--- config.mk ---
export PLATFORM = sky130hd
export DESIGN_NAME = gcpu_cordic_stage
export DESIGN_NICKNAME = d
export VERILOG_FILES = /design/src/design/gcpu_pkg.sv /design/src/design/gcpu_cordic_stage.sv
export SDC_FILE = /design/constraint.sdc
export NUM_CORES = 1
export LEC_CHECK = 0
export BUFFER_PORTS_ARGS = -buffer_cell sky130_fd_sc_hd__buf_2
export CORE_UTILIZATION = 45
export CTS_BUF_LIST = sky130_fd_sc_hd__clkbuf_2
export CTS_CLUSTER_SIZE = 10
export DETAILED_ROUTE_END_ITERATION = 8
export GPL_TIMING_DRIVEN = 1
export PLACE_DENSITY = 0.66
export SLEW_MARGIN = 20
export SYNTH_ARGS = -nofsm -noshare
export SYNTH_HDL_FRONTEND = slang
export SYNTH_SLANG_ARGS = --single-unit
--- constraint.sdc ---
create_clock -name i_clk -period 12.4 [get_ports i_clk]
set_input_delay 1.24 -clock i_clk [delete_from_list [all_inputs] [get_ports i_clk]]
set_output_delay 1.24 -clock i_clk [all_outputs]
set_load 0.05 [all_outputs]
--- src/design/gcpu_pkg.sv ---
// Shared constants, types and the arctangent table of the phase unwrap block.
// No dependencies; imported by gcpu_cordic_stage, the top level and the testbench.
`timescale 1ns / 1ps

package gcpu_pkg;

    // CORDIC depth and formats
    localparam int PHASE_BITS = 16;
    localparam int SHIFT_W    = $clog2(PHASE_BITS);
    localparam int ANG_W      = 32;
    localparam int XY_W       = 42;
    localparam int PROD_W     = 23;
    localparam int CSUM_W     = 11;
    localparam int DIFF_W     = 9;
    localparam int PRE_SCALE  = 16;
    localparam int C_SCALE    = 12;

    // Field widths
    localparam int LEVEL_W    = 8;
    localparam int IDX_W      = 4;
    localparam int PHASE_W    = 16;
    localparam int UNWRAP_W   = IDX_W + PHASE_W;

    // APB register map
    localparam int PADDR_W     = 3;
    localparam int PDATA_W     = 32;
    localparam int REG_IDX_LSB = 2;
    localparam logic [0:0] REG_GRAY_THRESHOLD = 1'b0;

    // sqrt(3) approximation in Q12
    localparam logic signed [PROD_W-1:0] SQRT3_Q12 = PROD_W'(7107);
    localparam logic [ANG_W-1:0] HALF_TURN = 32'h8000_0000;
    localparam logic [PHASE_W-1:0] HALF_PHASE = 16'h8000;

    // Keeps the top PHASE_BITS bits of the 16-bit phase
    localparam logic [PHASE_W-1:0] PHASE_MASK = (PHASE_BITS >= PHASE_W) ? 16'hFFFF :
        PHASE_W'(16'hFFFF << (PHASE_W - PHASE_BITS));

    // atan(2^-i) as a fraction of a turn, scaled by 2^32
    localparam logic [ANG_W-1:0] ATAN_TURNS [0:31] = '{
        32'h20000000, 32'h12E4051E, 32'h09FB385B, 32'h051111D4,
        32'h028B0D43, 32'h0145D7E1, 32'h00A2F61E, 32'h00517C55,
        32'h0028BE53, 32'h00145F2F, 32'h000A2F98, 32'h000517CC,
        32'h00028BE6, 32'h000145F3, 32'h0000A2F9, 32'h0000517D,
        32'h000028BE, 32'h0000145F, 32'h00000A30, 32'h00000518,
        32'h0000028C, 32'h00000146, 32'h000000A3, 32'h00000051,
        32'h00000029, 32'h00000014, 32'h0000000A, 32'h00000005,
        32'h00000003, 32'h00000001, 32'h00000001, 32'h00000000
    };

    // Payload carried through the CORDIC pipeline
    typedef struct packed {
        logic signed [XY_W-1:0] x;
        logic signed [XY_W-1:0] y;
        logic [ANG_W-1:0]       ang;
        logic                   zero;
        logic [IDX_W-1:0]       idx;
    } t_cordic;

endpackage

--- src/design/gcpu_cordic_stage.sv ---
// One registered micro-rotation of the vectoring CORDIC with its handshake.
// Depends on gcpu_pkg for widths and the t_cordic payload type.
`timescale 1ns / 1ps

module gcpu_cordic_stage import gcpu_pkg::*; (
    input  logic               i_clk,
    input  logic               i_rst_n,
    input  logic [SHIFT_W-1:0] i_shift,
    input  logic [ANG_W-1:0]   i_atan,
    input  logic               i_valid,
    output logic               o_ready,
    input  t_cordic            i_vec,
    output logic               o_valid,
    input  logic               i_ready,
    output t_cordic            o_vec
);

    logic signed [XY_W-1:0] x_in;
    logic signed [XY_W-1:0] y_in;
    logic signed [XY_W-1:0] dx;
    logic signed [XY_W-1:0] dy;
    t_cordic                n_vec;
    t_cordic                r_vec;
    logic                   r_valid;

    // Rotate toward the x axis; floor shifts
    always_comb begin
        x_in  = i_vec.x;
        y_in  = i_vec.y;
        dx    = y_in >>> i_shift;
        dy    = x_in >>> i_shift;
        n_vec = i_vec;
        if (y_in[XY_W-1]) begin
            n_vec.x   = x_in - dx;
            n_vec.y   = y_in + dy;
            n_vec.ang = i_vec.ang - i_atan;
        end else begin
            n_vec.x   = x_in + dx;
            n_vec.y   = y_in - dy;
            n_vec.ang = i_vec.ang + i_atan;
        end
    end

    // Stage moves when empty or when downstream takes its transaction
    assign o_ready = !r_valid || i_ready;

    always_ff @(posedge i_clk) begin
        if (!i_rst_n) begin
            r_valid <= 1'b0;
        end else if (o_ready) begin
            r_valid <= i_valid;
        end
    end

    always_ff @(posedge i_clk) begin
        if (o_ready && i_valid) begin
            r_vec <= n_vec;
        end
    end

    assign o_valid = r_valid;
    assign o_vec   = r_vec;

endmodule

==> metrics.csv, run 1 <==
metric,value,unit
result of the run,"complete, no violations",
Clock Path Buffers,2,
buffer count from post-CTS setup fixing,0,
reg2reg path depth,3,
Max Transition Viols Final,0,
Finish-stage setup viols,0,
DIE AREA,41400,sq um
crit-path max FO,78,
DRC,0,
crit path capture type,register,
Placer Congestion,0.935,
max-cap viol count,0,
aggregate routed wire length,57000,um
post-DP HPWL,43300,um
largest net degree at the start of global routing,92,
post-layout minimum cycle time,7.30,ns
"Reg clk slew, reported paths",0.24,ns
Sw Ratio,0.492,
worst slew pin tran,1.04,ns
FF-to-FF setup slack,10.36,ns
final period utilization,0.589,
Hold Fails Final Rpt,0,
Worst Path Required,13.08,ns
reg-to-reg startpoint,o_valid$_SDFFE_PN0N_,
layout net count,2560,
CP Data Arrival Time,7.98,ns
Comb pwr share,0.623,
ANT nets after route,0,
syn_area_per_cell,8.80,sq um
P per Cell Area,120,nW/um^2
LEAKAGE,0.00826,uW
"Slowest-stage cell, CP",buf_4,
total gr overflow,0,
CTS tree,built,
crit path launch type,input pin,
via count,17400,
ys flop type,edfxtp_1,
Row Count,73,
core area,39900,sq um
Pre-antenna DRT Iters,6,
IO Count,284,
"Distinct cells, synth",97,
setup repair after global routing missed its margin,no,
Setup CP Type,input pin to register,
worst-skew pair later-pin latency,0.89,ns
H-tree Lvls,4,
Clk pwr share,0.123,
Netlist Area Pre-Place,18300,sq um
total track usage,0.273,
vias in the first global route,16500,
"flops & latches, synth",122,
Peak VDD IR,88.5,uV
DIE WIDTH,203,um
post-route insts no fill,2815,
layout cells sized above 1,0.200,
antenna violations before repair,3,
Internal Pwr Total,1220,uW
Final Power,2410,uW
"Hold-fix buffers, CTS",0,
Fillers,3783,
Placed Cells,2780,
global-route wire length before repair,89100,um
"Worst Setup Slack, final",5.10,ns
largest stage delay on the critical path,0.88,ns
1st-iter DRT viols,1652,
fraction of registers with async set/reset,0,
vias per inst,6.18,
"Critical Path, Cell by Cell",buf_4 > buf_4 > mux4_1 > inv_1 > a21oi_1 > mux2i_1 > ha_1 > inv_1 > nor4_1 > and4_1 > and2_1 > a41oi_1 > xnor2_1 > ha_1 > a21o_1 > a21oi_1 > nor2_1 > a2111oi_0 > o31a_1 > a2bb2oi_1 > a21oi_1 > o31ai_1 > xnor3_1,
Hold EP,o_vec[4]$_DFFE_PP_,
Initial Util,0.457,
port bufs,283,
Post-synth EDFFs,121,
WL per Instance,20.2,um
Layout Skew,0.0350,ns
Post-CTS Resized,0,
area delta synth->final,9.87,%
Die Y,203,um
Slew HR,0.307,
synth warn,0,
hold path depth,1,
CP most frequent cell,a21oi_1,
Max Clock Freq,137,MHz
R2R Path End,o_vec[51]$_DFFE_PP_,
Switch Pwr,1180,uW
clk sinks,122,
pre-CTS WS,4.25,ns
sequential share of power,0.255,
CTS root buffer,clkbuf_2,
Syn Inst Count,2074,
Post-Syn Nets,2360,
Worst Hold Class,input pin to register,
sequential share of the synthesized area,0.200,
CTS buffer count,17,
setup TNS,0,ns
min-delay src,i_vec[4],
cell type report:
type                    instances  area [sq um]  share of cell area
well taps                     525           657              0.0328
clock buffers                  18          90.1             0.00449
repair buffers                294          1520              0.0755
clock inverters                14           171             0.00855
flip-flops and latches        122          3650               0.182
multi-input cells            1776         13700               0.684
inverters                      63           236              0.0118
diodes                          3          7.51            0.000374
power groups by stage:
stage	clock network, uW	registers (uW)	logic (uW)
CTS	313	615	1480
global placement	0	620	1470
global route	326	621	1620
floorplan	0	931	843
finish	296	613	1500
detailed placement	0	622	1470
registers in the layout, summed over array words and instances, names as in the netlist:
signal and flops:
o_valid 1, o_vec 121
how the worst max path moves through the flow:
stage / start / end / depth (start not counted)
6_report: i_shift[1] / o_vec[120]$_DFFE_PP_ / 23
3_5_place_dp: i_shift[1] / o_vec[120]$_DFFE_PP_ / 23
3_3_place_gp: i_shift[1] / o_vec[120]$_DFFE_PP_ / 23
2_1_floorplan: i_shift[0] / o_vec[120]$_DFFE_PP_ / 30
4_1_cts: i_shift[1] / o_vec[120]$_DFFE_PP_ / 23
5_1_grt: i_shift[1] / o_vec[120]$_DFFE_PP_ / 23
routing by layer:
metal	GRT usage	up-vias	share of wire
li1	-	8294	-
met1	0.379	8224	0.45
met2	0.425	781	0.44
met3	0.0411	102	0.079
met4	0.108	2	0.031
met5	0	-	0.00018
kinds of logic after synthesis:
kind of cell | after synthesis | share of synthesized area
buffers and inverters | 176 | 0.0481
AOI/OAI and AO/OA | 612 | 0.213
and+or+nand+nor | 623 | 0.166
xor gates and xnor gates | 196 | 0.0948
adders and majority gates | 125 | 0.0869
muxes | 220 | 0.191
DFF | 122 | 0.200
through the flow:
| stage | hold slack, ns | cell area, sq um | util |
|---|---|---|---|
| floorplan | 1.15 | 18300 | - |
| global placement | 0.519 | 19800 | 0.496 |
| detailed placement | 0.540 | 19800 | 0.496 |
| CTS | 0.423 | 20000 | 0.502 |
| global route | 0.451 | 20100 | 0.502 |
| finish | 0.543 | 20100 | 0.502 |
critical path: cells and delay by family:
kind	cells	cell delay (ns)
AO/OA/AOI/OAI	9	1.91
XOR/XNOR	2	0.41
adder cells (fa/ha/maj)	2	0.56
buffers and inverters	4	1.47
multiplexers	2	0.97
AND/OR/NAND/NOR	4	1.34
synthesized netlist by cell type, types with 19 or more instances:
master      n  area (sq um)
mux2_2     37           417
a211oi_1   25           188
xnor2_1   135          1180
o21ai_0   108           541
nand3_1    39           195
xor2_1     60           526
a21oi_1   205          1030
inv_1      59           221
nand2_1   181           679
buf_2      22           110
mux4_1     26           683
nor3_1     52           260
edfxtp_1  121          3630
mux2i_1    89           891
o21a_1     24           180
nor2b_1    23           144
o21bai_1   21           158
clkbuf_1   55           206
a21o_1     50           375
nor2_1    182           683
ha_1      122          1530
a31oi_1    37           231
and2_1     20           125
nand2b_1   23           144
mux4_2     65          1460
o211ai_1   19           143
layout by cell type, fill, tap and decap left out, types with 9 or more instances in the layout:
cell / count
o22ai_1: 13
mux2i_1: 89
and4_1: 13
buf_2: 278
nor2_1: 182
clkbuf_2: 18
inv_1: 59
o31ai_1: 9
nand4_1: 12
and3_1: 15
nand2b_1: 23
mux4_2: 65
xor2_1: 60
mux4_1: 26
o21ai_0: 108
or3_1: 15
xnor2_1: 135
o21bai_1: 21
nand3_1: 39
o211ai_1: 19
nand2_1: 181
a21o_1: 50
o21a_1: 24
or2_2: 9
nor2b_1: 23
a21oi_1: 205
nor3_1: 52
a211oi_1: 25
edfxtp_1: 121
and2_1: 19
ha_1: 122
a31oi_1: 37
nor4_1: 11
mux2_2: 37
buf_4: 15
o311ai_0: 10
Power figures use the tool's default switching activity.
==> run 2: changes to the inputs <==
clock period = 7.2 ns   (was 12.4 ns; I/O delays follow)
==> run 2 against run 1 <==
  * Non-clock buffer count up 29
  * Via count is 0.79% higher
  * Sequential power rose by 71%
  * Setup slack lost 3.6 ns
  * Clock power up 68%
==> metrics.csv, run 2 (synthesis gave the netlist of run 1 again) <==
metric,value,unit
result of the run,"complete, no violations",
Setup CP Type,input pin to register,
Hold Fails Final Rpt,0,
WL per Instance,20.4,um
Worst Path Required,7.84,ns
Max Clock Freq,177,MHz
Layout Skew,0.0373,ns
CTS buffer count,17,
"Critical Path, Cell by Cell",buf_4 > buf_12 > mux4_2 > and2_1 > a31o_2 > nor3_1 > and4_1 > and2_1 > a41oi_1 > xnor2_1 > ha_1 > a21o_1 > a21oi_1 > nor2_1 > a2111oi_0 > o31a_1 > a2bb2oi_1 > a21oi_1 > o31ai_1 > xnor3_1,
"CP delay by family, top",compound AO/OA/AOI/OAI gates,
CP Data Arrival Time,6.31,ns
Pre-antenna DRT Iters,7,
min-delay src,i_vec[37],
global-route wire length before repair,89400,um
Row Count,73,
Max Transition Viols Final,0,
P per Cell Area,205,nW/um^2
via count,17500,
worst-skew pair later-pin latency,0.87,ns
crit path capture type,register,
ANT nets after route,0,
largest stage delay on the critical path,0.57,ns
port bufs,283,
total track usage,0.275,
setup TNS,0,ns
H-tree Lvls,4,
aggregate routed wire length,58000,um
vias in the first global route,16800,
reg2reg path depth,3,
1st-iter DRT viols,1619,
Peak VDD IR,151,uV
Slew HR,0.316,
CTS root buffer,clkbuf_2,
Post-CTS Resized,0,
DIE WIDTH,203,um
"Slowest-stage cell, CP",buf_4,
Die Y,203,um
max reg flops,121,
reg-to-reg startpoint,o_valid$_SDFFE_PN0N_,
DRC,0,
largest net degree at the start of global routing,92,
CP Buf/Inv Count,2,
Crit path depth,20,
"most common cell after layout, fill and taps aside",buf_2,
max-cap viol count,0,
final period utilization,0.786,
Clock Path Buffers,2,
setup repair after global routing missed its margin,no,
cell area after layout,20300,sq um
total gr overflow,0,
post-layout minimum cycle time,5.66,ns
Worst Hold Class,input pin to register,
hold path depth,2,
Finish-stage setup viols,0,
"Reg clk slew, reported paths",0.21,ns
crit-path max FO,91,
vias per inst,6.17,
"commonest non-fill, non-tap cells in the layout","buf_2 (278), a21oi_1 (205), nor2_1 (182), nand2_1 (181), xnor2_1 (135)",
clk sinks,122,
buffer count from post-CTS setup fixing,0,
area delta synth->final,11.2,%
core area,39900,sq um
worst setup path startpoint,i_shift[3],
worst slew pin tran,1.03,ns
LEAKAGE,0.00841,uW
crit path launch type,input pin,
post-DP HPWL,45000,um
antenna violations before repair,2,
layout cells sized above 1,0.207,
Placer Congestion,0.916,
Post-Place Cell Area,20000,sq um
layout net count,2589,
CTS tree,built,
IO Count,284,
DIE AREA,41400,sq um
Initial Util,0.457,
-- run 2: cell types whose count changed in the layout (fill, tap and decap cells not counted) --
cell and delta:
buf_6 -1, buf_12 +2, buf_4 +21, clkinvlp_4 -2, diode_2 -1, clkinv_4 -2
clkinv_1 +1, clkinv_2 +1, dlygate4sd3_1 +7, clkbuf_2 +2
-- run 2: per-layer routing --
layer / track usage / up-vias / routed length, um
li1: - / 8358 / -
met1: 0.376 / 8307 / 26200
met2: 0.440 / 766 / 26000
met3: 0.0399 / 107 / 4160
met4: 0.102 / 2 / 1720
met5: 0 / - / 11
-- run 2: worst paths after layout --
kind                                             end  slack [ns]
worst max-delay path            o_vec[120]$_DFFE_PP_        1.54
worst min-delay path             o_vec[37]$_DFFE_PP_        0.17
worst max register to register   o_vec[65]$_DFFE_PP_        4.89
worst min register to register  o_valid$_SDFFE_PN0N_        1.10
-- run 2: power breakdown --
group	switching (uW)	internal, uW
clock	300	198
combinational	1690	908
sequential	38.6	1010
total	2030	2120
-- run 2: what timing repair did --
action                                  4_1_cts  5_1_grt
hold buffers                                  7        0
endpoints found under the hold margin         6        0
endpoints found under the setup margin        0        0
-- run 2: final cells by class --
cell class | count | area [sq um]
clock inverter | 12 | 148
fill | 3836 | 19600
timing repair buffer | 323 | 1770
tap | 525 | 657
sequential | 122 | 3650
antenna | 2 | 5.00
inverter | 63 | 236
multi-input combinational | 1776 | 13700
clock buffer | 20 | 100
-- run 2: stage by stage --
| stage | std cells | power [uW] | utilization | hold slack [ns] | worst slack, ns |
|---|---|---|---|---|---|
| 6_report | 2843 | 4150 | 0.509 | 0.167 | 1.54 |
| 5_1_grt | 2843 | 4410 | 0.509 | 0.106 | 1.23 |
| 4_1_cts | 2841 | 4160 | 0.508 | 0.0531 | 1.71 |
| 3_5_place_dp | 2802 | 3630 | 0.500 | 0.545 | 0.708 |
| 3_3_place_gp | 2802 | 3620 | 0.500 | 0.518 | 0.808 |
| 2_1_floorplan | 2074 | 3060 | - | 0.819 | 0.0454 |
-- run 2: worst register-to-register path, stage by stage, from the launching register on --
cell	delay, ns
dfxtp_1	0.35
nand2b_1	0.09
and2_4	0.80
buf_4	0.68
